### src/sv/pfpid_pkg.sv
// shared types, constants and helpers of the pressure filter and pid step
package pfpid_pkg;

  // fraction bits of pressures, errors and the drive
  localparam int FRAC_BITS = 16;

  localparam int RAW_W    = 16;
  localparam int PRES_W   = 32;
  localparam int DRIVE_W  = 20;
  localparam int ALPHA_W  = 17;
  localparam int GAIN_W   = 24;
  localparam int CFG_IDX_W = 3;
  localparam int CFG_DAT_W = 32;

  // shared multiplier operand width and working accumulator width
  localparam int MUL_W = 33;
  localparam int ACC_W = 64;

  // shift from Q8.24 scale times count down to pressure fraction bits
  localparam int SCALE_SHIFT = 24 - FRAC_BITS;
  // alpha and gains carry 16 fraction bits
  localparam int WEIGHT_SHIFT = 16;

  localparam logic [ALPHA_W-1:0] ALPHA_ONE = ALPHA_W'(65536);

  localparam longint ONE      = longint'(1) << FRAC_BITS;
  localparam longint SAT_MAX  = 64'sd2147483647;
  localparam longint SAT_MIN  = -64'sd2147483648;
  localparam longint INTEG_LIM_L = (150 * ONE > SAT_MAX) ? SAT_MAX : 150 * ONE;
  localparam logic signed [PRES_W:0] INTEG_LIM = (PRES_W+1)'(INTEG_LIM_L);
  localparam longint DRIVE_HI = 7 * ONE;
  localparam longint DRIVE_LO = 3 * (ONE >> 1);

  // configuration register indexes
  localparam logic [CFG_IDX_W-1:0] REG_RAW_LOW    = 3'd0;
  localparam logic [CFG_IDX_W-1:0] REG_RAW_HIGH   = 3'd1;
  localparam logic [CFG_IDX_W-1:0] REG_COUNT_SCALE = 3'd2;
  localparam logic [CFG_IDX_W-1:0] REG_PRES_OFFSET = 3'd3;
  localparam logic [CFG_IDX_W-1:0] REG_FILT_ALPHA = 3'd4;
  localparam logic [CFG_IDX_W-1:0] REG_GAIN_P     = 3'd5;
  localparam logic [CFG_IDX_W-1:0] REG_GAIN_I     = 3'd6;
  localparam logic [CFG_IDX_W-1:0] REG_GAIN_D     = 3'd7;

  typedef struct packed {
    logic [RAW_W-1:0]         raw_low;
    logic [RAW_W-1:0]         raw_high;
    logic [31:0]              count_scale;
    logic signed [PRES_W-1:0] pressure_offset;
    logic [ALPHA_W-1:0]       filter_alpha;
    logic [GAIN_W-1:0]        gain_p;
    logic [GAIN_W-1:0]        gain_i;
    logic [GAIN_W-1:0]        gain_d;
  } cfg_t;

  // operand pair of the shared multiplier
  typedef enum logic [2:0] {
    MUL_SCALE,
    MUL_ALPHA,
    MUL_BETA,
    MUL_P,
    MUL_I,
    MUL_D
  } mul_sel_e;

  typedef enum logic [1:0] {
    ACC_HOLD,
    ACC_LOAD,
    ACC_ADD
  } acc_op_e;

  typedef struct packed {
    logic     take_in;
    logic     mul_en;
    mul_sel_e mul_sel;
    acc_op_e  acc_op;
    logic     pres_en;
    logic     filt_en;
    logic     err_en;
    logic     out_en;
  } cmd_t;

  typedef struct packed {
    logic out_free;
  } status_t;

  function automatic logic signed [PRES_W-1:0] sat32(input logic signed [ACC_W-1:0] v);
    logic signed [PRES_W-1:0] r;
    if (v > SAT_MAX) begin
      r = PRES_W'(SAT_MAX);
    end else if (v < SAT_MIN) begin
      r = PRES_W'(SAT_MIN);
    end else begin
      r = v[PRES_W-1:0];
    end
    return r;
  endfunction

endpackage

### src/sv/pfpid_ctrl.sv
// sequencer that steps one tick through the shared multiplier datapath
module pfpid_ctrl (
  input  logic                 clk_i,
  input  logic                 rst_ni,
  input  logic                 in_valid_i,
  output logic                 in_ready_o,
  input  pfpid_pkg::status_t   status_i,
  output pfpid_pkg::cmd_t      cmd_o
);

  localparam logic [3:0] S_IDLE   = 4'd0;
  localparam logic [3:0] S_MSCALE = 4'd1;
  localparam logic [3:0] S_PRES   = 4'd2;
  localparam logic [3:0] S_MALPHA = 4'd3;
  localparam logic [3:0] S_MBETA  = 4'd4;
  localparam logic [3:0] S_FILT   = 4'd5;
  localparam logic [3:0] S_ERR    = 4'd6;
  localparam logic [3:0] S_MP     = 4'd7;
  localparam logic [3:0] S_MI     = 4'd8;
  localparam logic [3:0] S_MD     = 4'd9;
  localparam logic [3:0] S_DRIVE  = 4'd10;

  logic [3:0] state_q, state_d;

  always_comb begin
    state_d       = state_q;
    in_ready_o    = 1'b0;
    cmd_o         = '0;
    cmd_o.mul_sel = pfpid_pkg::MUL_SCALE;
    cmd_o.acc_op  = pfpid_pkg::ACC_HOLD;
    unique case (state_q)
      S_IDLE: begin
        in_ready_o = 1'b1;
        if (in_valid_i) begin
          cmd_o.take_in = 1'b1;
          state_d       = S_MSCALE;
        end
      end
      S_MSCALE: begin
        cmd_o.mul_en  = 1'b1;
        cmd_o.mul_sel = pfpid_pkg::MUL_SCALE;
        state_d       = S_PRES;
      end
      S_PRES: begin
        cmd_o.pres_en = 1'b1;
        state_d       = S_MALPHA;
      end
      S_MALPHA: begin
        cmd_o.mul_en  = 1'b1;
        cmd_o.mul_sel = pfpid_pkg::MUL_ALPHA;
        state_d       = S_MBETA;
      end
      S_MBETA: begin
        cmd_o.mul_en  = 1'b1;
        cmd_o.mul_sel = pfpid_pkg::MUL_BETA;
        cmd_o.acc_op  = pfpid_pkg::ACC_LOAD;
        state_d       = S_FILT;
      end
      S_FILT: begin
        cmd_o.filt_en = 1'b1;
        state_d       = S_ERR;
      end
      S_ERR: begin
        cmd_o.err_en = 1'b1;
        state_d      = S_MP;
      end
      S_MP: begin
        cmd_o.mul_en  = 1'b1;
        cmd_o.mul_sel = pfpid_pkg::MUL_P;
        state_d       = S_MI;
      end
      S_MI: begin
        cmd_o.mul_en  = 1'b1;
        cmd_o.mul_sel = pfpid_pkg::MUL_I;
        cmd_o.acc_op  = pfpid_pkg::ACC_LOAD;
        state_d       = S_MD;
      end
      S_MD: begin
        cmd_o.mul_en  = 1'b1;
        cmd_o.mul_sel = pfpid_pkg::MUL_D;
        cmd_o.acc_op  = pfpid_pkg::ACC_ADD;
        state_d       = S_DRIVE;
      end
      S_DRIVE: begin
        // wait here while the previous result is still held
        if (status_i.out_free) begin
          cmd_o.out_en = 1'b1;
          state_d      = S_IDLE;
        end
      end
      default: state_d = S_IDLE;
    endcase
  end

  always_ff @(posedge clk_i or negedge rst_ni) begin
    if (!rst_ni) begin
      state_q <= S_IDLE;
    end else begin
      state_q <= state_d;
    end
  end

endmodule

### config.mk
export PLATFORM = sky130hd
export DESIGN_NAME = pfpid_ctrl
export DESIGN_NICKNAME = d
export VERILOG_FILES = /design/src/sv/pfpid_pkg.sv /design/src/sv/pfpid_ctrl.sv
export SDC_FILE = /design/constraint.sdc
export NUM_CORES = 1
export LEC_CHECK = 0
export BUFFER_PORTS_ARGS = -buffer_cell sky130_fd_sc_hd__buf_2
export CORE_UTILIZATION = 25
export CTS_CLUSTER_DIAMETER = 200
export DETAILED_ROUTE_END_ITERATION = 6
export GPL_TIMING_DRIVEN = 0
export RECOVER_POWER = 50
export SYNTH_ARGS = -nofsm -noshare
export SYNTH_HDL_FRONTEND = slang
export SYNTH_SLANG_ARGS = --single-unit
### constraint.sdc
create_clock -name clk_i -period 1.2 [get_ports clk_i]
set_clock_uncertainty 0.1 [all_clocks]
set_input_delay 0.06 -clock clk_i [delete_from_list [all_inputs] [get_ports clk_i]]
set_output_delay 0.06 -clock clk_i [all_outputs]
set_load 0.005 [all_outputs]
# Yosys cells after proc, flatten, opt, wreduce, memory -nomap -nowiden
# Cells that the tools add are included.
# totals
inputBits	4
out_inout_bits	12
ff_bits	4
# op_classes
n_eq_ne	12
n_mux	13
n_reduce_logical	3
# op_table
operator	n
case mux 4 bit (11 select lines)	1
case mux 4 bit (6 select lines)	1
equality test 4 x 3 -> 1 bit (second input constant)	4
equality test 4 bit (second input constant)	3
equality test 4 x 2 -> 1 bit (second input constant)	2
two-way mux 1 bit	8
two-way mux 4 bit	2
equality test 4 x 1 -> 1 bit (second input constant)	1
logical NOT 4 bit	1
!= test 2 bit (second input constant)	2
case mux 2 bit (2 select lines)	1
AND reduction 2 bit	1
OR reduction 2 bit	1

# Depth between registers and ports, before layout
# depth
depth_word	3
ltp_mapped	4
ltp_nobuf	3

# Least setup slack after synthesis
# OpenSTA, ideal clock, no wires.
# synth_timing
path_kind	reg2out
from	register state_q[3]
to	output cmd_o[10] (netlist name)
slack_ns	0.065
path_stages_with_launch	4
arrival_time_ns	0.975
path_cell_list	dfrtp_1 > buf_6 > nor4_4 > and2_1
# synth_lines
item	line	source
from (decl)	pfpid_ctrl.sv:23	logic [3:0] state_q, state_d;
from (signal assigned)	pfpid_ctrl.sv:99	state_q <= state_d;
to (decl)	pfpid_ctrl.sv:8	output pfpid_pkg::cmd_t cmd_o

==> metrics.cfg <==
[outcome]
status=complete, but fails checks
violations=negative setup slack

[critical_path]
r2r_setup_slack_ns=-0.11
cpMaxStageDelayCell=dfrtp_1
critPathKind=reg -> out
crit_arrival_ns=1.26
path_delay_family=simple AND/OR/NAND/NOR gates
slowest_delay_ns=0.38
worstSetupStartpointType=register
crit_buf_inv=2
crit_chain=buf_6 > nor4_4 > and2_1 > buf_2
critPathMaxFanout=6
crit_path_end_kind=output pin
worst_ep_required_time_ns=1.04

[power_and_ir_drop]
p_total_w=0.00200
power_density_nw_per_um2=3130
leakagePower_nw=0.324
peakVddDrop_mv=1.16

[worst_hold_path]
min_path_type=in -> reg

[sta]
setup_ws_ns=-0.222
relSlewSlack=0.862
tightest_slew_ns=0.207
rsz0062_at_grt=true
slew_violations=0
finalCritPeriodShare=1.18
fin_crit_ns=1.42
max_freq_ghz=0.703
setup_viol=13
hold_viol_final=0

[clocking]
clockBufferDepth=2
clock_latency_ns=0.24
cts_root_buf=clkbuf_4
numCtsBuffers=3
htree_levels=1
path_clk_slew_ns=0.04
cts_tree=built
cts.sinks=4

[synth]
ys_types=21
syn_area_um2=352
synth_adder_area_share=0
synth_top_family_by_area=simple AND/OR/NAND/NOR gates
synth_xor_area_frac=0.0249
yosysWarnings=0
yosysSeqAreaShare=0.285
synth_mux_area_frac=0.0285
synthCells=42
yosys.area_share.simple=0.388
syn-num-nets=46
ys_ff_latch=4
synth-compound-area-share=0.164
syn_avg_cell_area_um2=8.37

[detailed_routing]
ant_nets=0
via_per_inst=4.61
drc=0
vias=401
wirelength_um=950
dr.pass1.iters=2
post_drt_wl_per_cell_um=10.9
drtIter0Drc=4

[die]
die-area_um2=1560
fp.dieH_um=39.5
die_w_um=39.5
io_pins=16
start_util=0.270
rows=13
core_area_um2=1300

[finish]
reg.largest.list=state_q x4
final_cell_mix=14 x buf_2, 8 x buf_4, 7 x buf_6, 7 x nor2_1
fin_util=0.492
mostFrequentLayoutCell=buf_2
layout-drive-gt1-share=0.639
largest_reg_flops=4
top_register=state_q
syn2layout_area_growth_pct=82.2
fin_nets=78
diodes=0

[grt]
track_usage=0.147
grt_pass1_vias=320
grt_antenna_before_repair=0
grt_pass1_wl_um=1410
grt_max_degree=10
gr-total-overflow=0

[place]
routabilityCongestion=0.664
dpl.hpwl_um=526
portBuffers=15

[job]
max-cap-violations=0

[logic make-up (layout without fill, tap and decap cells)]
group,Yosys count,count (layout)
flops,4,4
compound gates,8,8
buf+inv,6,36
xor+xnor,1,1
simple gates,22,22
mux,1,1
[power breakdown]
group	total, W	switching (W)	leakage [nW]	internal [W]
combinational	0.00159	0.000731	0.260	0.000856
clock	0.000176	0.0000635	0.0138	0.000112
sequential	0.000241	0.0000335	0.0499	0.000207
[per-stage QoR]
step                hold slack (ns)  worst slack (ns)  std cells  setup TNS [ns]  instance area, um^2
CTS                          0.0418            -0.230         85           -1.60                  606
global placement             -0.234          -0.00335         72        -0.00335                  445
detailed placement           -0.232           -0.0162         72         -0.0202                  445
floorplan                    -0.336            0.0654         42               0                  352
global route                 0.0710            -0.265         87           -2.35                  641
finish                       0.0551            -0.222         87           -1.67                  641
[worst paths after layout]
path	from	endpoint	cells after the start
max	state_q[3]	cmd_o[10]	4
min	status_i	state_q[3]	4
max reg2reg	state_q[3]	state_q[0]	5
min reg2reg	state_q[0]	state_q[0]	2
max in group asynchronous	rst_ni	state_q[0]	2
min in group asynchronous	rst_ni	state_q[1]	2
[routing by layer]
layer  up-vias  GRT usage  part of all wire
met5         -          0                 0
li1        204          -                 -
met3         2     0.0398             0.040
met4         0      0.129             0.026
met2        10      0.230              0.52
met1       185      0.161              0.41
[synthesized netlist by cell type, drive strengths merged]
master | count | area, um^2
and2 | 1 | 6.26
o21a | 2 | 15.0
a21boi | 2 | 15.0
a22oi | 1 | 7.51
nor2 | 10 | 40.0
buf | 4 | 31.3
dfrtp | 4 | 100
nand2 | 2 | 7.51
a21o | 1 | 7.51
inv | 2 | 7.51
o22ai | 2 | 12.5
mux2i | 1 | 10.0
nand2b | 4 | 40.0
xor2 | 1 | 8.76
nor4 | 2 | 27.5
nor3 | 3 | 15.0
[what timing repair did]
item / CTS / global route
endpoints found under the setup margin: 12 / 14
gates resized for setup: 15 / 6
pin swaps: 5 / 4
gates cloned: 0 / 0
hold buffers: 1 / 0
setup buffers: 9 / 2
endpoints found under the hold margin: 4 / 0
[area by class of cell]
class                      instances  area [um^2]
multi-input combinational         32          269
fill                             129          661
sequential                         4          100
buffer                             4         45.0
tap                               15         18.8
inverter                           2         7.51
timing repair buffer              27          178
clock buffer                       3         22.5
[worst min-delay path, delay by kind of cell]
| kind | cells | cell delay [ns] |
|---|---|---|
| simple gates | 2 | 0.11 |
| compound gates | 1 | 0.07 |
| buf+inv | 1 | 0.11 |
Power figures use the tool's default switching activity.
