### src/sv/pfpid_pkg.sv
// shared types, constants and helpers of the pressure filter and pid step
package pfpid_pkg;

  // fraction bits of pressures, errors and the drive
  localparam int FRAC_BITS = 16;

  localparam int RAW_W    = 16;
  localparam int PRES_W   = 32;
  localparam int DRIVE_W  = 20;
  localparam int ALPHA_W  = 17;
  localparam int GAIN_W   = 24;
  localparam int CFG_IDX_W = 3;
  localparam int CFG_DAT_W = 32;

  // shared multiplier operand width and working accumulator width
  localparam int MUL_W = 33;
  localparam int ACC_W = 64;

  // shift from Q8.24 scale times count down to pressure fraction bits
  localparam int SCALE_SHIFT = 24 - FRAC_BITS;
  // alpha and gains carry 16 fraction bits
  localparam int WEIGHT_SHIFT = 16;

  localparam logic [ALPHA_W-1:0] ALPHA_ONE = ALPHA_W'(65536);

  localparam longint ONE      = longint'(1) << FRAC_BITS;
  localparam longint SAT_MAX  = 64'sd2147483647;
  localparam longint SAT_MIN  = -64'sd2147483648;
  localparam longint INTEG_LIM_L = (150 * ONE > SAT_MAX) ? SAT_MAX : 150 * ONE;
  localparam logic signed [PRES_W:0] INTEG_LIM = (PRES_W+1)'(INTEG_LIM_L);
  localparam longint DRIVE_HI = 7 * ONE;
  localparam longint DRIVE_LO = 3 * (ONE >> 1);

  // configuration register indexes
  localparam logic [CFG_IDX_W-1:0] REG_RAW_LOW    = 3'd0;
  localparam logic [CFG_IDX_W-1:0] REG_RAW_HIGH   = 3'd1;
  localparam logic [CFG_IDX_W-1:0] REG_COUNT_SCALE = 3'd2;
  localparam logic [CFG_IDX_W-1:0] REG_PRES_OFFSET = 3'd3;
  localparam logic [CFG_IDX_W-1:0] REG_FILT_ALPHA = 3'd4;
  localparam logic [CFG_IDX_W-1:0] REG_GAIN_P     = 3'd5;
  localparam logic [CFG_IDX_W-1:0] REG_GAIN_I     = 3'd6;
  localparam logic [CFG_IDX_W-1:0] REG_GAIN_D     = 3'd7;

  typedef struct packed {
    logic [RAW_W-1:0]         raw_low;
    logic [RAW_W-1:0]         raw_high;
    logic [31:0]              count_scale;
    logic signed [PRES_W-1:0] pressure_offset;
    logic [ALPHA_W-1:0]       filter_alpha;
    logic [GAIN_W-1:0]        gain_p;
    logic [GAIN_W-1:0]        gain_i;
    logic [GAIN_W-1:0]        gain_d;
  } cfg_t;

  // operand pair of the shared multiplier
  typedef enum logic [2:0] {
    MUL_SCALE,
    MUL_ALPHA,
    MUL_BETA,
    MUL_P,
    MUL_I,
    MUL_D
  } mul_sel_e;

  typedef enum logic [1:0] {
    ACC_HOLD,
    ACC_LOAD,
    ACC_ADD
  } acc_op_e;

  typedef struct packed {
    logic     take_in;
    logic     mul_en;
    mul_sel_e mul_sel;
    acc_op_e  acc_op;
    logic     pres_en;
    logic     filt_en;
    logic     err_en;
    logic     out_en;
  } cmd_t;

  typedef struct packed {
    logic out_free;
  } status_t;

  function automatic logic signed [PRES_W-1:0] sat32(input logic signed [ACC_W-1:0] v);
    logic signed [PRES_W-1:0] r;
    if (v > SAT_MAX) begin
      r = PRES_W'(SAT_MAX);
    end else if (v < SAT_MIN) begin
      r = PRES_W'(SAT_MIN);
    end else begin
      r = v[PRES_W-1:0];
    end
    return r;
  endfunction

endpackage

### src/sv/pfpid_intf.sv
// valid/ready channel interfaces of the pressure filter and pid step
interface pfpid_cfg_if;
  logic                                valid;
  logic                                ready;
  logic [pfpid_pkg::CFG_IDX_W-1:0]     index;
  logic [pfpid_pkg::CFG_DAT_W-1:0]     data;
  modport source (output valid, index, data, input ready);
  modport sink (input valid, index, data, output ready);
endinterface


### src/sv/pfpid_regs.sv
// configuration register file
module pfpid_regs (
  input  logic                clk_i,
  input  logic                rst_ni,
  pfpid_cfg_if.sink           cfg_i,
  output pfpid_pkg::cfg_t     cfg_o
);

  pfpid_pkg::cfg_t cfg_q;

  assign cfg_i.ready = 1'b1;
  assign cfg_o       = cfg_q;

  always_ff @(posedge clk_i or negedge rst_ni) begin
    if (!rst_ni) begin
      cfg_q.raw_low         <= '0;
      cfg_q.raw_high        <= '1;
      cfg_q.count_scale     <= 32'd16777216;
      cfg_q.pressure_offset <= '0;
      cfg_q.filter_alpha    <= pfpid_pkg::ALPHA_W'(6554);
      cfg_q.gain_p          <= '0;
      cfg_q.gain_i          <= '0;
      cfg_q.gain_d          <= '0;
    end else if (cfg_i.valid) begin
      unique case (cfg_i.index)
        pfpid_pkg::REG_RAW_LOW:     cfg_q.raw_low <= cfg_i.data[pfpid_pkg::RAW_W-1:0];
        pfpid_pkg::REG_RAW_HIGH:    cfg_q.raw_high <= cfg_i.data[pfpid_pkg::RAW_W-1:0];
        pfpid_pkg::REG_COUNT_SCALE: cfg_q.count_scale <= cfg_i.data;
        pfpid_pkg::REG_PRES_OFFSET: cfg_q.pressure_offset <= cfg_i.data;
        pfpid_pkg::REG_FILT_ALPHA:  cfg_q.filter_alpha <= cfg_i.data[pfpid_pkg::ALPHA_W-1:0];
        pfpid_pkg::REG_GAIN_P:      cfg_q.gain_p <= cfg_i.data[pfpid_pkg::GAIN_W-1:0];
        pfpid_pkg::REG_GAIN_I:      cfg_q.gain_i <= cfg_i.data[pfpid_pkg::GAIN_W-1:0];
        pfpid_pkg::REG_GAIN_D:      cfg_q.gain_d <= cfg_i.data[pfpid_pkg::GAIN_W-1:0];
        default: ;
      endcase
    end
  end

endmodule

### src/flat_wrapper.sv
// flat-port wrapper written by rule: the top's interface ports become plain ports
module pfpid_regs_flat 
  (clk_i, rst_ni, cfg_o, cfg_i_valid, cfg_i_index, cfg_i_data, cfg_i_ready);
  pfpid_cfg_if cfg_i_i ();
  input  logic clk_i;
  input  logic rst_ni;
  output pfpid_pkg::cfg_t cfg_o;
  input wire logic [$bits(cfg_i_i.valid)-1:0] cfg_i_valid;
  input wire logic [$bits(cfg_i_i.index)-1:0] cfg_i_index;
  input wire logic [$bits(cfg_i_i.data)-1:0] cfg_i_data;
  output wire logic [$bits(cfg_i_i.ready)-1:0] cfg_i_ready;
  assign cfg_i_i.valid = cfg_i_valid;
  assign cfg_i_i.index = cfg_i_index;
  assign cfg_i_i.data = cfg_i_data;
  assign cfg_i_ready = cfg_i_i.ready;
  pfpid_regs u_core (.clk_i(clk_i), .rst_ni(rst_ni), .cfg_i(cfg_i_i), .cfg_o(cfg_o));
endmodule
### config.mk
export PLATFORM = sky130hd
export DESIGN_NAME = pfpid_regs_flat
export DESIGN_NICKNAME = d
export VERILOG_FILES = /design/src/sv/pfpid_pkg.sv /design/src/sv/pfpid_intf.sv /design/src/sv/pfpid_regs.sv /design/src/flat_wrapper.sv
export SDC_FILE = /design/constraint.sdc
export NUM_CORES = 1
export LEC_CHECK = 0
export BUFFER_PORTS_ARGS = -buffer_cell sky130_fd_sc_hd__buf_4
export CORE_ASPECT_RATIO = 1.4
export CORE_MARGIN = 1.5
export CORE_UTILIZATION = 51
export CTS_CLUSTER_SIZE = 12
export DETAILED_ROUTE_END_ITERATION = 10
export PLACE_DENSITY_LB_ADDON = 0.08
export SLEW_MARGIN = 20
export SYNTH_ARGS = -nofsm -noshare
export SYNTH_HDL_FRONTEND = slang
export SYNTH_SLANG_ARGS = --single-unit
### constraint.sdc
create_clock -name clk_i -period 1.2 [get_ports clk_i]
set_clock_uncertainty 0.1 [all_clocks]
set_input_delay 0.12 -clock clk_i [delete_from_list [all_inputs] [get_ports clk_i]]
set_output_delay 0.12 -clock clk_i [all_outputs]
set_load 0.02 [all_outputs]
[Word-level counts from Yosys, hierarchy flattened]
Cells that the tools add are included.
Storage, ports and cells
  input bits: 38
  logic and storage cells: 24
  output and inout port bits: 186
  bits in registers: 185
Operators by class
  reductions and logical operators: 9
  equality and inequality tests: 7
Operator list (number)
  $reduce_and A2 Y1: 8
  $eq A3 B3 Y1 const B: 4
  $eq A3 B2 Y1 const B: 2
  $eq A3 B1 Y1 const B: 1
  $logic_not A3 Y1: 1

[Longest topological paths before layout]
Gate-level depths: netlist (run 1).
  depth after elaboration: 2
  mapped depth: 5
  mapped depth without buffers: 2

[Worst setup path after synthesis (run 1)]
No wires, ideal clock.
  path kind: input to register
  start point: in cfg_i_index[1]
  end point: reg u_core.cfg_q, in the netlist u_core.cfg_o[174]
  data required time: 975 ps
  data arrival time: 1205 ps
  cell stages on the path: 4
  setup time: 125 ps
  path buffers: 2
  slack: -230 ps
  cell sequence: buf_6 nor4b_4 buf_6 mux2_4
Between the ends
  cells in the longest elaborated chain, start to end: 2
Ends and longest elaborated chain
  from (decl): line flat_wrapper.sv:9  | input wire logic [$bits(cfg_i_i.index)-1:0] cfg_i_index;
  $logic_not A3 Y1: line pfpid_regs.sv:25  | unique case (cfg_i.index)
  $reduce_and A2 Y1 (no line)
  to (decl): line pfpid_regs.sv:9  | pfpid_pkg::cfg_t cfg_q;
Every way passes these cells.
A chain may end at the register's enable or synchronous reset.

[Worst setup path in the final report (run 1)]
  start point: reg u_core.cfg_q, in the netlist u_core.cfg_o[161]
  end point: out cfg_o[161] in the netlist's numbering
RTL lines
  to (decl): line flat_wrapper.sv:7  | output pfpid_pkg::cfg_t cfg_o;
No word-level cell between the ends.

==> flow_summary.rst, run 1 <==
.. list-table::
   :header-rows: 1

   * - Metric
     - Value
   * - Min-delay worst type
     - in2async
   * - Routed wire per std cell
     - 21.48 um
   * - Share of power burned in the clock network
     - 25.3%
   * - Fin nets
     - 795
   * - N_diodes
     - 0
   * - Buffering stage count on the worst path with inverters included
     - 1
   * - Area share of and/or/nand/nor cells after synthesis
     - 1.436%
   * - Sequential element share of the synthesized area
     - 66.02%
   * - Die area
     - 14560 um^2
   * - Final cell area excluding filler cells
     - 11550 um^2
   * - Area growth from synthesis to final layout
     - 63.71%
   * - Number of violations reported at the end of detailed-routing iteration 0
     - 122
   * - Place WS
     - -0.2965 ns
   * - Switching part of the total
     - 31.53%
   * - CP Class
     - reg2out
   * - Wire length of the first global-routing pass
     - 28.17 mm
   * - Post-synthesis adder-cell area fraction
     - 0%
   * - Critical Path Slowest Stage Cell
     - dfstp_2
   * - Sum of internal, switching and leakage power
     - 22.80 mW
   * - RD Place Congestion
     - 0.7716
   * - Number of rows in the core area
     - 50
   * - Clock latency on the worst-skew pair
     - 0.42 ns
   * - Violated checks
     - setup timing
   * - Maximum cell stage delay along the critical path
     - 0.56 ns
   * - Fraction of final layout cells sized beyond drive strength 1
     - 74.42%
   * - Number of global-route vias before repair
     - 5174
   * - Post-detailed-route via-to-cell ratio
     - 5.129
   * - Drt total wl
     - 20.45 mm
   * - Vertical extent of the die
     - 142.2 um
   * - Synth top area share
     - 57.08%
   * - R2r worst-path depth
     - 3
   * - Avg Inst Size Synth
     - 17.56 um^2
   * - Count of input and output buffers
     - 222
   * - Deepest level of the CTS H-tree
     - 4
   * - Outcome
     - finished, violations left
   * - Number of antenna violations at the first check in global routing
     - 0
   * - Post-placement cell count
     - 809
   * - Static Leak
     - 5.493 nW
   * - Number of setup violations in the final report
     - 27
   * - Largest delay contributor family on the critical path
     - flip-flops
   * - Synth Register Bits
     - 185
   * - Final worst setup slack
     - -0.1223 ns
   * - Crit Path Max Fanout
     - 2
   * - Power density over cell area
     - 1973 nW/um^2
   * - Endpoint class of the critical path
     - primary output
   * - Clock sink count
     - 185
   * - First-pass detailed-route iteration total
     - 4
   * - Largest register FFs
     - 185
   * - Post-synth design cell area
     - 7058 um^2
   * - Maximum number of pins on one net before global-route repair
     - 51
   * - Final instance count without filler cells
     - 952
   * - RSZ-0062 raised after global routing
     - yes
   * - Starting density of the core
     - 52.47%
   * - Overall die width
     - 102.4 um
   * - Standard cell core area
     - 13450 um^2
   * - Number of buffers on the longest clock path
     - 2
   * - Aggregate global-route resource usage
     - 25.93%
   * - Capturing point of the worst reg2reg path
     - u_core.cfg_o[121]
   * - Ordered cell list for the critical path
     - buf_6
   * - CTS clock-pin slew for the worst setup and hold paths
     - 0.07 ns
   * - Share of the synthesized area in compound gates (AO/OA/AOI/OAI)
     - 0%
   * - Post-synthesis xor/xnor area fraction
     - 0%
   * - Worst vdd rail ir drop
     - 0.001139 V
   * - Critical path data required time
     - 0.98 ns
   * - Main combinational cell family by area after synthesis
     - multiplexers
   * - Share of cell area taken by muxes after synthesis
     - 30.05%
   * - Count of boundary I/O pins
     - 224
   * - Routed Antenna Nets
     - 0
   * - Congestion Overflow GR
     - 0
   * - Synthesized instance count
     - 402
   * - Timing-limited maximum frequency
     - 756.3 MHz
   * - Final standard cell utilization of the core
     - 85.91%
   * - Fin Setup TNS
     - -2.500 ns
   * - Library cell occupying the most area in the post-synthesis netlist
     - dfrtp_1
   * - Total vias in the final route
     - 4883
   * - Clock Tree Root
     - clkbuf_16
   * - Worst setup slack for register-to-register paths
     - 0.04 ns
   * - Net count of the mapped netlist
     - 440
   * - Total count of hold-check failures in the final report
     - 0
   * - Switching power summed over all nets
     - 7.189 mW
   * - Number of clock buffers inserted by TritonCTS
     - 17
   * - Post-DP Area
     - 9354 um^2
   * - Post-route fraction of the period consumed by the critical path
     - 110.2%
   * - Total of warnings raised by yosys
     - 0
   * - DRC viols
     - 0
   * - Count of cell types in the netlist
     - 16
   * - Most common cell after layout, fill and taps aside
     - buf_6
   * - Startpoint type of the worst setup path
     - flop
   * - Minimum clock period after layout
     - 1.322 ns
   * - Maximum Capacitance Violations
     - 0
   * - Arrival time of the worst setup path
     - 1.10 ns
   * - Part of the total power dissipated in sequential elements
     - 38.8%
   * - Final Max Tran Viols
     - 0
   * - Internal cell power
     - 15.61 mW
   * - Logic pwr share
     - 35.8%
   * - Clock tree from TritonCTS
     - yes
   * - Post-DP HPWL
     - 11.86 mm
   * - R2r startpoint
     - u_core.cfg_o[121]
   * - Worst hold slack
     - 0.02437 ns
   * - Top library cells by usage in the layout, fill and taps aside
     - buf_6, dfrtp_1, buf_4
   * - Largest cells by area after synthesis
     - dfrtp_1, mux2_2, dfstp_2
==> worst max path at each step <==
stage	start	endpoint	depth (start not counted)	slack (ns)
5_1_grt	u_core.cfg_o[161]	cfg_o[161]	1	-0.16
4_1_cts	u_core.cfg_o[161]	cfg_o[161]	1	-0.13
2_1_floorplan	cfg_i_index[0]	u_core.cfg_o[174]	4	-0.23
6_report	u_core.cfg_o[161]	cfg_o[161]	1	-0.12
3_5_place_dp	cfg_i_index[2]	u_core.cfg_o[147]	4	-0.30
3_3_place_gp	cfg_i_index[2]	u_core.cfg_o[135]	4	-0.25
==> power by group through the flow <==
stage	combinational, mW	clock (mW)	sequential, mW
2_1_floorplan	1.61	0	10.3
3_5_place_dp	6.29	0	8.64
3_3_place_gp	6.16	0	8.59
4_1_cts	7.19	5.82	8.64
6_report	8.17	5.78	8.85
5_1_grt	8.54	6.09	8.98
==> what timing repair did <==
item                                    CTS  global route
gates resized for setup                  89            92
hold endpoints to repair                351             0
endpoints found under the setup margin  104           184
hold buffers                             33             0
buffers inserted                         35            43
==> cells in the mapped netlist (all sizes together) <==
master / number
mux2: 185
clkbuf: 1
nand4b: 3
buf: 22
conb: 1
and4bb: 1
dfrtp: 161
nor4bb: 2
nand4: 1
nor4b: 1
dfstp: 24
==> routing by layer <==
| layer | global-route usage (%) | share of wire (%) | vias to the layer above |
|---|---|---|---|
| li1 | - | - | 2136 |
| met1 | 30.01 | 38 | 2529 |
| met2 | 45.42 | 53 | 177 |
| met3 | 8.350 | 5.9 | 41 |
| met4 | 7.714 | 3.1 | 0 |
| met5 | 0 | 0 | - |
==> final cells by class <==
cell class | count | area (um^2)
clock buffer | 17 | 425.4
multi-input combinational | 194 | 2451
sequential | 185 | 4659
fill | 590 | 1896
timing repair buffer | 359 | 3611
clock inverter | 15 | 180.2
tap | 182 | 227.7
==> cell families after synthesis <==
logic type             count (synthesis)
buffers and inverters                 23
DFF                                  185
muxes                                185
other                                  1
and+or+nand+nor                        8
Note: power is estimated with default switching activity, not from simulation.
==> run 2: changes to the inputs <==
--- a/config.mk
+++ b/config.mk
@@ -5,6 +5,7 @@
 export SDC_FILE = /design/constraint.sdc
 export NUM_CORES = 1
 export LEC_CHECK = 0
+export ABC_AREA = 1
 export BUFFER_PORTS_ARGS = -buffer_cell sky130_fd_sc_hd__buf_4
 export CORE_ASPECT_RATIO = 1.4
 export CORE_MARGIN = 1.5
==> run 2 against run 1 <==
  * The flow still finishes with violations (setup timing)
  * Count of clock-buffer cells in the layout rose by 2
  * Area after synthesis rose by 2.5%
  * Largest power group unchanged
  * Total power fell by 6.5%
==> flow_summary.rst, run 2 <==
.. list-table::
   :header-rows: 1

   * - Metric
     - Value
   * - DRC viols
     - 0
   * - CTS clock-pin slew for the worst setup and hold paths
     - 0.07 ns
   * - Vertical extent of the die
     - 143.9 um
   * - Top library cells by usage in the layout, fill and taps aside
     - nand2_1, buf_6, dfrtp_1
   * - Routed Antenna Nets
     - 0
   * - Part of the total power dissipated in sequential elements
     - 39.8%
   * - Sequential element share of the synthesized area
     - 64.40%
   * - RSZ-0062 raised after global routing
     - yes
   * - Startpoint type of the worst setup path
     - flop
   * - Routed wire per std cell
     - 17.87 um
   * - Drt total wl
     - 24.56 mm
   * - Clock Tree Root
     - clkbuf_16
   * - Area growth from synthesis to final layout
     - 61.59%
   * - First-pass detailed-route iteration total
     - 6
   * - Post-route fraction of the period consumed by the critical path
     - 110.3%
   * - Number of fillers in the final layout
     - 804
   * - Wire length of the first global-routing pass
     - 35.92 mm
   * - Clock sink count
     - 185
   * - Worst vdd rail ir drop
     - 0.001105 V
   * - Min-delay worst type
     - in2reg
   * - Synthesized instance count
     - 825
   * - Timing-limited maximum frequency
     - 755.5 MHz
   * - Number of clock buffers inserted by TritonCTS
     - 17
   * - Violated checks
     - setup timing
   * - Number of setup violations in the final report
     - 30
   * - Critical Path Slowest Stage Cell
     - dfstp_2
   * - Aggregate global-route resource usage
     - 31.48%
   * - Library cell occupying the most area in the post-synthesis netlist
     - dfrtp_1
   * - Logic pwr share
     - 33.0%
   * - Worst Hold Launch
     - cfg_i_index[2]
   * - Final standard cell utilization of the core
     - 84.05%
   * - Fin Setup TNS
     - -2.656 ns
   * - Post-DP Area
     - 9334 um^2
   * - Number of violations reported at the end of detailed-routing iteration 0
     - 420
   * - Async set-or-reset flop fraction in the synthesized netlist
     - 100.0%
   * - Count of cell types in the netlist
     - 14
   * - Critical path data required time
     - 0.98 ns
   * - CP Class
     - reg2out
   * - Switching power summed over all nets
     - 6.960 mW
   * - Clock tree from TritonCTS
     - yes
   * - Power density over cell area
     - 1823 nW/um^2
   * - Largest register FFs
     - 185
   * - Congestion Overflow GR
     - 0
   * - Die area
     - 14920 um^2
   * - Ordered cell list for the critical path
     - buf_6
   * - Count of flip-flops with a built-in enable after synthesis
     - 0
   * - Worst hold slack
     - 0.05033 ns
   * - Overall die width
     - 103.7 um
   * - Count of boundary I/O pins
     - 224
   * - R2r worst-path depth
     - 4
   * - Fraction of final layout cells sized beyond drive strength 1
     - 35.49%
   * - Largest cells by area after synthesis
     - dfrtp_1, nand2_1, dfstp_2
   * - Number of buffers on the longest clock path
     - 2
   * - Internal cell power
     - 14.36 mW
   * - Clock latency on the worst-skew pair
     - 0.43 ns
   * - R2r startpoint
     - u_core.cfg_o[11]
   * - Place WS
     - -0.03357 ns
   * - Post-DP HPWL
     - 14.36 mm
   * - Most numerous cell types in the synthesized netlist
     - nand2_1, dfrtp_1, nand3_1, buf_2, dfstp_2
   * - Fin nets
     - 1214
   * - Number of antenna violations at the first check in global routing
     - 0
   * - Number of rows in the core area
     - 51
   * - Minimum clock period after layout
     - 1.324 ns
   * - Most frequent cell after synthesis
     - nand2_1
   * - Post-synth design cell area
     - 7236 um^2
   * - Synth top area share
     - 55.68%
   * - Net count of the mapped netlist
     - 863
   * - Capturing point of the worst reg2reg path
     - u_core.cfg_o[11]
   * - Count of input and output buffers
     - 222
   * - Depth of the worst hold-timing path
     - 5
   * - Synth Register Bits
     - 185
   * - Deepest level of the CTS H-tree
     - 4
   * - End point of the most critical hold path
     - u_core.cfg_o[155]
   * - Main synth FF type
     - dfrtp_1
   * - Switching part of the total
     - 32.65%
   * - Crit Path Max Fanout
     - 2
   * - Maximum Capacitance Violations
     - 0
   * - Endpoint class of the critical path
     - primary output
   * - N_diodes
     - 0
   * - Total count of hold-check failures in the final report
     - 0
   * - Total vias in the final route
     - 7048
   * - Buffering stage count on the worst path with inverters included
     - 1
   * - RD Place Congestion
     - 0.8286
   * - Maximum cell stage delay along the critical path
     - 0.55 ns
   * - Arrival time of the worst setup path
     - 1.10 ns
   * - Most common cell after layout, fill and taps aside
     - nand2_1
   * - Worst setup slack for register-to-register paths
     - 0.19 ns
   * - Number of global-route vias before repair
     - 6703
   * - Final cell area excluding filler cells
     - 11690 um^2
   * - Outcome
     - finished, violations left
   * - Starting density of the core
     - 52.01%
   * - Standard cell core area
     - 13910 um^2
   * - Largest delay contributor family on the critical path
     - flip-flops
   * - Maximum number of pins on one net before global-route repair
     - 35
   * - Final worst setup slack
     - -0.1237 ns
   * - Post-detailed-route via-to-cell ratio
     - 5.130
   * - Static Leak
     - 6.360 nW
   * - Total of warnings raised by yosys
     - 0
   * - Share of power burned in the clock network
     - 27.2%
   * - Avg Inst Size Synth
     - 8.771 um^2
   * - Final Max Tran Viols
     - 0
-- run 2: changes by cell type after synthesis, sizes merged --
| cell | before | now |
|---|---|---|
| nand3 | 0 | 81 |
| buf | 22 | 29 |
| nor2 | 0 | 8 |
| clkbuf | 1 | 28 |
| nor4bb | 2 | 0 |
| and4bb | 1 | 0 |
| nand4b | 3 | 0 |
| nor4b | 1 | 0 |
| nand4 | 1 | 0 |
| mux2 | 185 | 0 |
| nand2 | 0 | 487 |
| inv | 0 | 6 |
-- run 2: cell type report --
class / instances / area (um^2) / share of cell area (%)
Timing Repair Buffer: 389 / 3867 / 33.08
Clock inverter: 13 / 158.9 / 1.359
Sequential cell: 185 / 4659 / 39.85
Inverter: 6 / 22.52 / 0.1926
Multi-Input combinational cell: 577 / 2300 / 19.67
Tap cell: 185 / 231.5 / 1.980
Clock buffer: 19 / 452.9 / 3.874
-- run 2: how the worst max path moves through the flow --
stage	depth (start not counted)	startpoint	end
final	1	u_core.cfg_o[155]	cfg_o[155]
after global placement	6	cfg_i_index[0]	u_core.cfg_o[139]
after global routing	1	u_core.cfg_o[73]	cfg_o[73]
after CTS	1	u_core.cfg_o[73]	cfg_o[73]
after floorplan	7	cfg_i_index[2]	u_core.cfg_o[78]
after detailed placement	7	cfg_i_index[1]	u_core.cfg_o[139]
-- run 2: routing by layer --
layer  vias up  routed length [um]  GRT usage [%]
li1       3226                   -              -
met2       331               12670          53.51
met3        63                1826          8.163
met4         0                 828          12.50
met5         -                   0              0
met1      3428                9238          38.73
-- run 2: power by group through the flow --
stage               Combinational (mW)  Clock (mW)  Sequential [mW]
floorplan                         1.12           0             9.70
global placement                  5.15           0             8.31
detailed placement                5.25           0             8.30
CTS                               6.16        5.85             8.36
global route                      7.46        6.11             8.57
finish                            7.03        5.80             8.49
-- run 2: through the flow --
stage               cells  power (mW)
global placement     1213       13.46
CTS                  1314       20.36
floorplan             825       10.82
finish               1374       21.32
global route         1374       22.15
detailed placement   1213       13.56
-- run 2: logic make-up (layout without fill, tap and decap cells) --
kind of cell	after synthesis	in the layout	share of synthesized area, %
simple gates	576	576	31.49
flops	185	185	64.40
buf+inv	63	427	4.063
other cells	1	1	0.05183
-- run 2: repair_timing --
item | 4_1_cts | 5_1_grt
gates resized for setup | 125 | 59
setup buffers | 34 | 60
hold endpoints to repair | 361 | 0
setup endpoints to repair | 141 | 184
hold buffers | 35 | 0
