## src/sv/pfpid_pkg.sv

```systemverilog
// shared types, constants and helpers of the pressure filter and pid step
package pfpid_pkg;

  // fraction bits of pressures, errors and the drive
  localparam int FRAC_BITS = 16;

  localparam int RAW_W    = 16;
  localparam int PRES_W   = 32;
  localparam int DRIVE_W  = 20;
  localparam int ALPHA_W  = 17;
  localparam int GAIN_W   = 24;
  localparam int CFG_IDX_W = 3;
  localparam int CFG_DAT_W = 32;

  // shared multiplier operand width and working accumulator width
  localparam int MUL_W = 33;
  localparam int ACC_W = 64;

  // shift from Q8.24 scale times count down to pressure fraction bits
  localparam int SCALE_SHIFT = 24 - FRAC_BITS;
  // alpha and gains carry 16 fraction bits
  localparam int WEIGHT_SHIFT = 16;

  localparam logic [ALPHA_W-1:0] ALPHA_ONE = ALPHA_W'(65536);

  localparam longint ONE      = longint'(1) << FRAC_BITS;
  localparam longint SAT_MAX  = 64'sd2147483647;
  localparam longint SAT_MIN  = -64'sd2147483648;
  localparam longint INTEG_LIM_L = (150 * ONE > SAT_MAX) ? SAT_MAX : 150 * ONE;
  localparam logic signed [PRES_W:0] INTEG_LIM = (PRES_W+1)'(INTEG_LIM_L);
  localparam longint DRIVE_HI = 7 * ONE;
  localparam longint DRIVE_LO = 3 * (ONE >> 1);

  // configuration register indexes
  localparam logic [CFG_IDX_W-1:0] REG_RAW_LOW    = 3'd0;
  localparam logic [CFG_IDX_W-1:0] REG_RAW_HIGH   = 3'd1;
  localparam logic [CFG_IDX_W-1:0] REG_COUNT_SCALE = 3'd2;
  localparam logic [CFG_IDX_W-1:0] REG_PRES_OFFSET = 3'd3;
  localparam logic [CFG_IDX_W-1:0] REG_FILT_ALPHA = 3'd4;
  localparam logic [CFG_IDX_W-1:0] REG_GAIN_P     = 3'd5;
  localparam logic [CFG_IDX_W-1:0] REG_GAIN_I     = 3'd6;
  localparam logic [CFG_IDX_W-1:0] REG_GAIN_D     = 3'd7;

  typedef struct packed {
    logic [RAW_W-1:0]         raw_low;
    logic [RAW_W-1:0]         raw_high;
    logic [31:0]              count_scale;
    logic signed [PRES_W-1:0] pressure_offset;
    logic [ALPHA_W-1:0]       filter_alpha;
    logic [GAIN_W-1:0]        gain_p;
    logic [GAIN_W-1:0]        gain_i;
    logic [GAIN_W-1:0]        gain_d;
  } cfg_t;

  // operand pair of the shared multiplier
  typedef enum logic [2:0] {
    MUL_SCALE,
    MUL_ALPHA,
    MUL_BETA,
    MUL_P,
    MUL_I,
    MUL_D
  } mul_sel_e;

  typedef enum logic [1:0] {
    ACC_HOLD,
    ACC_LOAD,
    ACC_ADD
  } acc_op_e;

  typedef struct packed {
    logic     take_in;
    logic     mul_en;
    mul_sel_e mul_sel;
    acc_op_e  acc_op;
    logic     pres_en;
    logic     filt_en;
    logic     err_en;
    logic     out_en;
  } cmd_t;

  typedef struct packed {
    logic out_free;
  } status_t;

  function automatic logic signed [PRES_W-1:0] sat32(input logic signed [ACC_W-1:0] v);
    logic signed [PRES_W-1:0] r;
    if (v > SAT_MAX) begin
      r = PRES_W'(SAT_MAX);
    end else if (v < SAT_MIN) begin
      r = PRES_W'(SAT_MIN);
    end else begin
      r = v[PRES_W-1:0];
    end
    return r;
  endfunction

endpackage

```

## src/sv/pfpid_intf.sv

```systemverilog


interface pfpid_out_if;
  logic                                 valid;
  logic                                 ready;
  logic signed [pfpid_pkg::DRIVE_W-1:0] drive;
  logic signed [pfpid_pkg::PRES_W-1:0]  filtered_pressure;
  logic signed [pfpid_pkg::PRES_W-1:0]  control_error;
  modport source (output valid, drive, filtered_pressure, control_error, input ready);
  modport sink (input valid, drive, filtered_pressure, control_error, output ready);
endinterface

```

## src/sv/pfpid_dp.sv

```systemverilog
// datapath: input latch, shared multiplier, filter and pid state, result register
module pfpid_dp (
  input  logic                                 clk_i,
  input  logic                                 rst_ni,
  input  pfpid_pkg::cfg_t                      cfg_i,
  input  pfpid_pkg::cmd_t                      cmd_i,
  output pfpid_pkg::status_t                   status_o,
  input  logic [pfpid_pkg::RAW_W-1:0]          raw_sample_i,
  input  logic signed [pfpid_pkg::PRES_W-1:0]  target_pressure_i,
  pfpid_out_if.source                          out_o
);

  localparam int PW = pfpid_pkg::PRES_W;
  localparam int MW = pfpid_pkg::MUL_W;
  localparam int AW = pfpid_pkg::ACC_W;
  localparam int DW = pfpid_pkg::DRIVE_W;

  // working registers
  logic [pfpid_pkg::RAW_W-1:0] sample_q;
  logic signed [PW-1:0]        target_q;
  logic signed [AW-1:0]        prod_q;
  logic signed [AW-1:0]        acc_q;
  logic signed [PW-1:0]        pres_q;
  logic signed [PW-1:0]        err_q;
  logic signed [PW:0]          deriv_q;
  // tick-to-tick state
  logic signed [PW-1:0]        smooth_q;
  logic signed [PW-1:0]        sum_q;
  logic signed [PW-1:0]        last_q;
  // result register
  logic                        out_valid_q;
  logic signed [DW-1:0]        drive_q;
  logic signed [PW-1:0]        filt_out_q;
  logic signed [PW-1:0]        err_out_q;

  logic [pfpid_pkg::RAW_W-1:0]   clamped;
  logic signed [pfpid_pkg::RAW_W:0] count;
  logic [pfpid_pkg::ALPHA_W-1:0] alpha_sat;
  logic [pfpid_pkg::ALPHA_W-1:0] beta;
  logic signed [MW-1:0]          mul_a, mul_b;
  logic signed [2*MW-1:0]        mul_p;
  logic signed [AW-1:0]          pres_sum;
  logic signed [PW-1:0]          pres_d;
  logic signed [AW-1:0]          mac_sum;
  logic signed [PW-1:0]          filt_d;
  logic signed [PW:0]            diff;
  logic signed [PW-1:0]          err_d;
  logic signed [PW:0]            sum_raw;
  logic signed [PW-1:0]          sum_d;
  logic signed [PW:0]            deriv_d;
  logic signed [AW-1:0]          pid;
  logic signed [AW-1:0]          drive_full;

  // clamp the sample; with an inverted range raw_low is taken below raw_low, raw_high otherwise
  always_comb begin
    if (sample_q < cfg_i.raw_low) begin
      clamped = cfg_i.raw_low;
    end else if (sample_q > cfg_i.raw_high) begin
      clamped = cfg_i.raw_high;
    end else begin
      clamped = sample_q;
    end
    count = $signed({1'b0, clamped}) - $signed({1'b0, cfg_i.raw_low});
  end

  always_comb begin
    if (cfg_i.filter_alpha > pfpid_pkg::ALPHA_ONE) begin
      alpha_sat = pfpid_pkg::ALPHA_ONE;
    end else begin
      alpha_sat = cfg_i.filter_alpha;
    end
    beta = pfpid_pkg::ALPHA_ONE - alpha_sat;
  end

  // operand select of the shared multiplier
  always_comb begin
    case (cmd_i.mul_sel)
      pfpid_pkg::MUL_SCALE: begin
        mul_a = MW'(count);
        mul_b = $signed({1'b0, cfg_i.count_scale});
      end
      pfpid_pkg::MUL_ALPHA: begin
        mul_a = $signed(MW'(alpha_sat));
        mul_b = MW'(pres_q);
      end
      pfpid_pkg::MUL_BETA: begin
        mul_a = $signed(MW'(beta));
        mul_b = MW'(smooth_q);
      end
      pfpid_pkg::MUL_P: begin
        mul_a = $signed(MW'(cfg_i.gain_p));
        mul_b = MW'(err_q);
      end
      pfpid_pkg::MUL_I: begin
        mul_a = $signed(MW'(cfg_i.gain_i));
        mul_b = MW'(sum_q);
      end
      pfpid_pkg::MUL_D: begin
        mul_a = $signed(MW'(cfg_i.gain_d));
        mul_b = deriv_q;
      end
      default: begin
        mul_a = '0;
        mul_b = '0;
      end
    endcase
    mul_p = mul_a * mul_b;
  end

  // scaled pressure plus offset
  assign pres_sum = (prod_q >>> pfpid_pkg::SCALE_SHIFT) + AW'(cfg_i.pressure_offset);
  assign pres_d   = pfpid_pkg::sat32(pres_sum);

  // both the filter and the pid close with acc plus the last product
  assign mac_sum = acc_q + prod_q;
  assign filt_d  = pfpid_pkg::sat32(mac_sum >>> pfpid_pkg::WEIGHT_SHIFT);
  assign pid     = mac_sum >>> pfpid_pkg::WEIGHT_SHIFT;

  // error, clamped integral and difference
  always_comb begin
    diff = (PW+1)'(target_q) - (PW+1)'(smooth_q);
    if (diff[PW] != diff[PW-1]) begin
      err_d = diff[PW] ? PW'(pfpid_pkg::SAT_MIN) : PW'(pfpid_pkg::SAT_MAX);
    end else begin
      err_d = diff[PW-1:0];
    end
    sum_raw = (PW+1)'(err_d) + (PW+1)'(sum_q);
    if (sum_raw > pfpid_pkg::INTEG_LIM) begin
      sum_d = PW'(pfpid_pkg::INTEG_LIM);
    end else if (sum_raw < -pfpid_pkg::INTEG_LIM) begin
      sum_d = PW'(-pfpid_pkg::INTEG_LIM);
    end else begin
      sum_d = sum_raw[PW-1:0];
    end
    deriv_d = (PW+1)'(err_d) - (PW+1)'(last_q);
  end

  // deadband: push nonzero drive into the allowed magnitude band
  always_comb begin
    if (pid < 0) begin
      if (pid < -pfpid_pkg::DRIVE_HI) begin
        drive_full = -pfpid_pkg::DRIVE_HI;
      end else if (pid > -pfpid_pkg::DRIVE_LO) begin
        drive_full = -pfpid_pkg::DRIVE_LO;
      end else begin
        drive_full = pid;
      end
    end else if (pid > 0) begin
      if (pid > pfpid_pkg::DRIVE_HI) begin
        drive_full = pfpid_pkg::DRIVE_HI;
      end else if (pid < pfpid_pkg::DRIVE_LO) begin
        drive_full = pfpid_pkg::DRIVE_LO;
      end else begin
        drive_full = pid;
      end
    end else begin
      drive_full = '0;
    end
  end

  assign status_o.out_free = !out_valid_q || out_o.ready;

  always_ff @(posedge clk_i or negedge rst_ni) begin
    if (!rst_ni) begin
      smooth_q    <= '0;
      sum_q       <= '0;
      last_q      <= '0;
      out_valid_q <= 1'b0;
    end else begin
      if (cmd_i.filt_en) begin
        smooth_q <= filt_d;
      end
      if (cmd_i.err_en) begin
        sum_q  <= sum_d;
        last_q <= err_d;
      end
      if (cmd_i.out_en) begin
        out_valid_q <= 1'b1;
      end else if (out_o.ready) begin
        out_valid_q <= 1'b0;
      end
    end
  end

  always_ff @(posedge clk_i) begin
    if (cmd_i.take_in) begin
      sample_q <= raw_sample_i;
      target_q <= target_pressure_i;
    end
    if (cmd_i.mul_en) begin
      prod_q <= mul_p[AW-1:0];
    end
    case (cmd_i.acc_op)
      pfpid_pkg::ACC_LOAD: acc_q <= prod_q;
      pfpid_pkg::ACC_ADD:  acc_q <= acc_q + prod_q;
      default: ;
    endcase
    if (cmd_i.pres_en) begin
      pres_q <= pres_d;
    end
    if (cmd_i.err_en) begin
      err_q   <= err_d;
      deriv_q <= deriv_d;
    end
    if (cmd_i.out_en) begin
      drive_q    <= drive_full[DW-1:0];
      filt_out_q <= smooth_q;
      err_out_q  <= err_q;
    end
  end

  assign out_o.valid             = out_valid_q;
  assign out_o.drive             = drive_q;
  assign out_o.filtered_pressure = filt_out_q;
  assign out_o.control_error     = err_out_q;

endmodule

```

## src/flat_wrapper.sv

```systemverilog
// flat-port wrapper written by rule: the top's interface ports become plain ports
module pfpid_dp_flat 
  (clk_i, rst_ni, cfg_i, cmd_i, status_o, raw_sample_i, target_pressure_i, out_o_valid, out_o_drive, out_o_filtered_pressure, out_o_control_error, out_o_ready);
  pfpid_out_if out_o_i ();
  input  logic clk_i;
  input  logic rst_ni;
  input  pfpid_pkg::cfg_t cfg_i;
  input  pfpid_pkg::cmd_t cmd_i;
  output pfpid_pkg::status_t status_o;
  input  logic [pfpid_pkg::RAW_W-1:0] raw_sample_i;
  input  logic signed [pfpid_pkg::PRES_W-1:0] target_pressure_i;
  output wire logic [$bits(out_o_i.valid)-1:0] out_o_valid;
  output wire logic [$bits(out_o_i.drive)-1:0] out_o_drive;
  output wire logic [$bits(out_o_i.filtered_pressure)-1:0] out_o_filtered_pressure;
  output wire logic [$bits(out_o_i.control_error)-1:0] out_o_control_error;
  input wire logic [$bits(out_o_i.ready)-1:0] out_o_ready;
  assign out_o_valid = out_o_i.valid;
  assign out_o_drive = out_o_i.drive;
  assign out_o_filtered_pressure = out_o_i.filtered_pressure;
  assign out_o_control_error = out_o_i.control_error;
  assign out_o_i.ready = out_o_ready;
  pfpid_dp u_core (.clk_i(clk_i), .rst_ni(rst_ni), .cfg_i(cfg_i), .cmd_i(cmd_i), .status_o(status_o), .raw_sample_i(raw_sample_i), .target_pressure_i(target_pressure_i), .out_o(out_o_i));
endmodule
```

## config.mk

```make
export PLATFORM = sky130hd
export DESIGN_NAME = pfpid_dp_flat
export DESIGN_NICKNAME = d
export VERILOG_FILES = /design/src/sv/pfpid_pkg.sv /design/src/sv/pfpid_intf.sv /design/src/sv/pfpid_dp.sv /design/src/flat_wrapper.sv
export SDC_FILE = /design/constraint.sdc
export NUM_CORES = 2
export LEC_CHECK = 0
export CAP_MARGIN = 25
export CELL_PAD_IN_SITES_DETAIL_PLACEMENT = 1
export CELL_PAD_IN_SITES_GLOBAL_PLACEMENT = 1
export CORE_ASPECT_RATIO = 1.5
export CORE_UTILIZATION = 52
export CTS_BUF_LIST = sky130_fd_sc_hd__clkbuf_4 sky130_fd_sc_hd__clkbuf_8 sky130_fd_sc_hd__clkbuf_16
export DETAILED_ROUTE_END_ITERATION = 6
export DONT_BUFFER_PORTS = 1
export GPL_TIMING_DRIVEN = 0
export MAX_ROUTING_LAYER = met4
export PLACE_DENSITY_LB_ADDON = 0.25
export SYNTH_ARGS = -nofsm -noshare
export SYNTH_HDL_FRONTEND = slang
export SYNTH_SLANG_ARGS = --single-unit
export TNS_END_PERCENT = 50
```

## constraint.sdc

```tcl
create_clock -name clk_i -period 16.6 [get_ports clk_i]
set_input_delay 0.83 -clock clk_i [delete_from_list [all_inputs] [get_ports clk_i]]
set_output_delay 0.83 -clock clk_i [all_outputs]
set_load 0.02 [all_outputs]
```

After elaboration in Yosys (flattened, before gate mapping)
Cells that the tools add are included.
{"block": "totals", "ff_bits": 454, "in_bits": 247, "output_inout_bits": 86, "word_cells": 71}
{"block": "classes", "addsub": 7, "multipliers": 1, "magnitude_cmp": 15, "n_eq_ne": 8, "muxes": 21, "reduce_logical": 5}
{"cell": "$pmux W33 S6", "n": 2}
{"cell": "$mux W32", "n": 7}
{"cell": "$pmux W64 S2", "n": 1}
{"cell": "$mux W20", "n": 6}
{"cell": "$sub A32 B32 Y33", "n": 2}
{"cell": "$add A64 B64 Y64", "n": 1}
{"cell": "$gt A64 B32 Y1 const B", "n": 1}
{"cell": "$lt A64 B32 Y1 const B", "n": 1}
{"cell": "$mul A33 B33 Y64", "n": 1}
{"cell": "$add A56 B32 Y57", "n": 1}
{"cell": "$gt A48 B1 Y1 const B", "n": 1}
{"cell": "$gt A48 B18 Y1 const B", "n": 1}
{"cell": "$gt A48 B20 Y1 const B", "n": 1}
{"cell": "$gt A48 B32 Y1 const B", "n": 1}
{"cell": "$lt A48 B1 Y1 const B", "n": 1}
{"cell": "$lt A48 B18 Y1 const B", "n": 1}
{"cell": "$lt A48 B20 Y1 const B", "n": 1}
{"cell": "$lt A48 B32 Y1 const B", "n": 1}
{"cell": "$add A32 B32 Y33", "n": 1}
{"cell": "$gt A33 B25 Y1 const B", "n": 1}
{"cell": "$lt A33 B25 Y1 const B", "n": 1}
{"cell": "$mux W16", "n": 2}
{"cell": "$gt A17 B17 Y1 const B", "n": 1}
{"cell": "$mux W17", "n": 1}
{"cell": "15 further kinds", "n": 19}

Logic depth before layout (Yosys ltp)
{"block": "logic_depth", "word_depth": 7, "ltp_mapped": 58, "ltp_nobuf": 56}

Least setup slack after synthesis
No wires, ideal clock.
{"block": "synth_path", "path_kind": "input to register", "startpoint": "input port cfg_i[170] (netlist bit)", "endpoint": "register u_core.prod_q[63] (data pin)", "setup_ns": 0.259, "arrival_ns": 13.702, "required_time_ns": 16.341, "path_slack_ns": 2.639, "cell_stages": 53, "path_buffers": 1, "path_cell_list": "inv_1 > ha_1 > a21o_1 > a21o_1 > a21o_1 > a21o_1 > a21o_1 > a21o_1 > a21oi_1 > o211ai_1 > a31oi_1 > o21ai_1 > mux2i_1 > ha_1 > inv_1 > fa_1 > a21o_1 > a21oi_1 > (+17 left out) > fa_1 > fa_1 > fa_1 > fa_1 > fa_1 > ha_1 > a21o_1 > a21o_1 > a21o_1 > a21o_1 > a21o_1 > a21o_1 > a21oi_1 > o2111ai_1 > a31oi_1 > o21ai_0 > a21oi_1 > xnor2_1"}
{"block": "synth_between", "elab_chain_len": 5}
{"element": "start, declared", "line_no": "flat_wrapper.sv:7", "rtl": "input pfpid_pkg::cfg_t cfg_i;"}
{"element": "$lt A16 B16 Y1", "line_no": "pfpid_dp.sv:56", "rtl": "if (sample_q < cfg_i.raw_low) begin"}
{"element": "$mux W16", "line_no": "pfpid_dp.sv:56"}
{"element": "$sub A16 B16 Y17 *", "line_no": "pfpid_dp.sv:63", "rtl": "count = $signed({1'b0, clamped}) - $signed({1'b0, cfg_i.raw_low});"}
{"element": "$pmux W33 S6 *", "line_no": "pfpid_dp.sv:77", "rtl": "case (cmd_i.mul_sel)"}
{"element": "$mul A33 B33 Y64 *", "line_no": "pfpid_dp.sv:107", "rtl": "mul_p = mul_a * mul_b;"}
{"element": "net u_core.mul_p[63]", "line_no": "pfpid_dp.sv:41", "rtl": "logic signed [2*MW-1:0] mul_p;"}
{"element": "end signal, assigned", "line_no": "pfpid_dp.sv:191", "rtl": "prod_q <= mul_p[AW-1:0];"}
{"element": "end, declared", "line_no": "pfpid_dp.sv:21", "rtl": "logic signed [AW-1:0] prod_q;"}
The timed path passes the listed nets; every way through them passes the cells marked *.
A chain may end at the register's enable or synchronous reset.

Worst setup path in the final report
{"block": "layout_path", "startpoint": "register u_core.sample_q[1] (netlist bit)", "endpoint": "register u_core.prod_q[62] (data pin)"}
{"block": "layout_between", "elab_chain_len": 6, "elab_cells_between_ends": 7, "classes_between": "add/sub: 1; mul: 1; order compare: 2; mux: 3"}
{"element": "start, declared", "line_no": "pfpid_dp.sv:19", "rtl": "logic [pfpid_pkg::RAW_W-1:0] sample_q;"}
{"element": "start signal, assigned", "line_no": "pfpid_dp.sv:187", "rtl": "sample_q <= raw_sample_i;"}
{"element": "$gt A16 B16 Y1", "line_no": "pfpid_dp.sv:58", "rtl": "end else if (sample_q > cfg_i.raw_high) begin"}
{"element": "$mux W16", "line_no": "pfpid_dp.sv:58"}
{"element": "$mux W16 *", "line_no": "pfpid_dp.sv:56"}
{"element": "$sub A16 B16 Y17 *", "line_no": "pfpid_dp.sv:63"}
{"element": "$pmux W33 S6 *", "line_no": "pfpid_dp.sv:77"}
{"element": "$mul A33 B33 Y64 *", "line_no": "pfpid_dp.sv:107"}
{"element": "net u_core.mul_p[62]", "line_no": "pfpid_dp.sv:41"}
Marks and branches as above.

==> qor.yml <==
worst_setup_path:
  required_ns: 16.98
  rr_startpoint: "u_core.sample_q[1]"
  crit_top_cell: "fa_1"
  critical_path.max_fanout: 10
  slowest_stage: "fa_1"
  endpoint_kind: "flop"
  critPathKind: "reg -> reg"
  critPathArrivalTime_ns: 16.92
  slowest_delay_ns: 0.95
  crit_start: "u_core.sample_q[1]"
  critPathLaunchType: "flop"
timing:
  tightest_slew_ns: 1.664
  fin_crit_sh: 0.9962
  setup_viol_count_final: 0
  min_period_ns: 16.54
  slew_headroom: -0.1092
  hold_viol: 0
  drv_slew: 13
  skew_ns: 0.06172
  fmax_ghz: 0.06047
synth:
  synth_area_um2: 65550
  synth_edf_count: 357
  synth_area_leaders: "fa_1 (28%), edfxtp_1 (16%), ha_1 (9.0%)"
  synth_fp_nets: 8765
  seq_area_frac_synth: 0.2006
  synthCells: 7114
  yosys.area.top_type: "fa_1"
  yosys_warnings: 0
  async_reset_ff_frac: 0.2137
  synth_top_area_share: 0.2843
  synth.distinct_cells: 105
  ys.flop_type: "edfxtp_1"
  synth_seq_cells: 454
  avgSynthCellArea_um2: 9.214
die:
  core_um2: 125100
  die_h_um: 436.8
  rows: 159
  initial_core_util: 0.5239
  die_area_um2: 127500
  pin_count: 333
  die_w_um: 291.9
grt:
  grt_first_pass_wirelength_mm: 501.0
  antenna_found_initial: 73
  track_usage: 0.5798
  grt_pass1_vias: 66242
  grt_max_degree: 98
  gr-total-overflow: 0
layout:
  layout.nets: 8909
  design_area_um2: 70990
  fillers: 14435
  area_growth_pct: 8.297
  drive_above_1_share: 0.05715
outcome:
  outcome: "finished, violations left"
  violations: "design-rule violations, max-capacitance violations, max-slew violations"
drt:
  wl_per_cell_um: 39.58
  drt_wl_total_mm: 356.3
  first_iter_violations: 8489
  remaining_drc_errors: 81
  num_vias: 63630
  via_per_inst: 7.068
  first_pass_iters: 7
  drt.antenna.violating_nets: 0
clocking:
  clkSinkCount: 454
  insertion_delay_ns: 0.70
  ctsLongestPathBuffers: 3
  cts_tree: "yes"
  numCtsBuffers: 46
  htree_levels: 2
  path_clk_slew_ns: 0.07
  root_buffer: "clkbuf_16"
placement:
  dpl_cell_area_um2: 68270
  post-dp-hpwl_mm: 281.2
  gp_congestion: 1.167
  io_buffers: 0
hold_path:
  hold_class: "in -> async"
run:
  maxCapViolCount: 1
synth_stat cells (75+ instances only):
| cell | count |
|---|---|
| a21o_1 | 132 |
| a21oi_1 | 438 |
| and2_1 | 75 |
| clkbuf_1 | 288 |
| dfrtp_1 | 97 |
| edfxtp_1 | 357 |
| fa_1 | 931 |
| ha_1 | 473 |
| inv_1 | 1167 |
| nand2_1 | 748 |
| nand3_1 | 109 |
| nor2_1 | 465 |
| nor3_1 | 88 |
| o21ai_0 | 263 |
| xnor2_1 | 163 |
logic make-up (layout without fill, tap and decap cells):
| group | count (synthesis) | count (layout) | synth area share |
|---|---|---|---|
| XOR/XNOR | 237 | 237 | 0.03178 |
| multiplexers | 136 | 136 | 0.02361 |
| AND/OR/NAND/NOR | 1884 | 1884 | 0.1324 |
| other | 0 | 96 | 0 |
| adder cells (fa/ha/maj) | 1412 | 1412 | 0.3758 |
| flip-flops | 454 | 454 | 0.2006 |
| buffers and inverters | 1487 | 1669 | 0.08563 |
| AO/OA/AOI/OAI | 1504 | 1504 | 0.1502 |
per-layer routing:
layer  track usage  share of wire  wire, um  vias up
met3        0.2771           0.13     46430     2687
met5             -              0         0        -
li1              -              -         -    24344
met4        0.6077           0.15     51740        0
met1        0.5399           0.29    105000    31735
met2        0.8412           0.43    153200     4864
state kept, by name, indices dropped and copies added, names as in the netlist:
| signal | count |
|---|---|
| u_core.acc_q | 64 |
| u_core.deriv_q | 33 |
| u_core.err_q | 32 |
| u_core.last_q | 32 |
| u_core.out_o.control_error | 32 |
| u_core.out_o.drive | 20 |
| u_core.out_o.filtered_pressure | 32 |
| u_core.out_o.valid | 1 |
| u_core.pres_q | 32 |
| u_core.prod_q | 64 |
| u_core.sample_q | 16 |
| u_core.smooth_q | 32 |
| u_core.sum_q | 32 |
| u_core.target_q | 32 |
critical path, delay by kind of cell, from the launching register on:
kind | cells | cell delay (ns)
AO/OA/AOI/OAI | 27 | 6.75
XOR/XNOR | 2 | 0.61
AND/OR/NAND/NOR | 5 | 1.25
buffers and inverters | 7 | 1.36
multiplexers | 1 | 0.31
adder cells (fa/ha/maj) | 11 | 5.49
flip-flops | 1 | 0.46
worst paths after layout:
kind / endpoint / slack (ns) / cells past startpoint
setup / recovery: u_core.prod_q[62] / 0.06 / 53
hold / removal: u_core.smooth_q[27] / 0.07 / 1
setup reg to reg: u_core.prod_q[62] / 0.06 / 53
hold reg to reg: u_core.out_o.control_error[28] / 0.47 / 0
max in group asynchronous: u_core.sum_q[7] / 15.99 / 1
min in group clk_i: u_core.target_q[24] / 0.22 / 0
area by class of cell:
| type | count | area [um2] | share of cell area |
|---|---|---|---|
| diodes | 96 | 240.2 | 0.003384 |
| plain buffers | 313 | 1251 | 0.01762 |
| clock buffers | 49 | 1174 | 0.01653 |
| clock inverters | 37 | 412.9 | 0.005816 |
| inverters | 1168 | 4390 | 0.06185 |
| multi-input cells | 5173 | 47010 | 0.6621 |
| flip-flops and latches | 454 | 13150 | 0.1852 |
| well taps | 1610 | 2014 | 0.02838 |
| repair buffers | 102 | 1354 | 0.01907 |
layout by cell type (no fill, tap or decap), drive strengths merged, types with 20 or more instances in the layout:
master,netlist,routed
mux2,69,69
clkbuf,289,333
o21bai,37,37
ha,473,473
a21o,132,132
mux2i,59,59
a31oi,39,39
diode,0,96
nand4,62,62
or2,25,25
nor4,65,65
o21a,52,52
a211oi,53,53
nand3,109,109
nand2b,47,47
nor2,466,466
fa,931,931
o21ai,281,281
edfxtp,357,357
a21oi,441,441
a21boi,36,36
nor2b,39,39
o22ai,51,51
o221ai,25,25
buf,30,131
a311oi,20,20
xor2,73,73
o211ai,58,58
dfrtp,97,97
inv,1167,1180
nor3,88,88
o31ai,33,33
or3,40,40
and3,58,58
a22oi,66,66
and2,75,75
xnor2,164,164
a211o,20,20
nand2,748,748
what timing repair did:
item	4_1_cts	5_1_grt
hold buffers	1	0
buffers inserted	0	7
resized for setup	7	80
setup endpoints to repair	10	27
endpoints found under the hold margin	97	0
pin swaps	0	3
stage by stage:
stage / TNS [ns] / hold slack (ns) / utilization / std cells / setup WS, ns
floorplan: 0 / 0.4209 / - / 7114 / 2.639
global placement: -24.85 / 0.4315 / 0.5400 / 8724 / -1.902
detailed placement: -11.43 / 0.4436 / 0.5456 / 8777 / -1.315
CTS: 0 / 0.1361 / 0.5586 / 8864 / 0.02357
global route: -0.7082 / 0.1301 / 0.5670 / 8986 / -0.2582
finish: 0 / 0.07241 / 0.5673 / 9002 / 0.06305
Power is left out: the tool's default activity adds up to more than one toggle a clock period on the data nets, which glitch-free logic cannot reach.
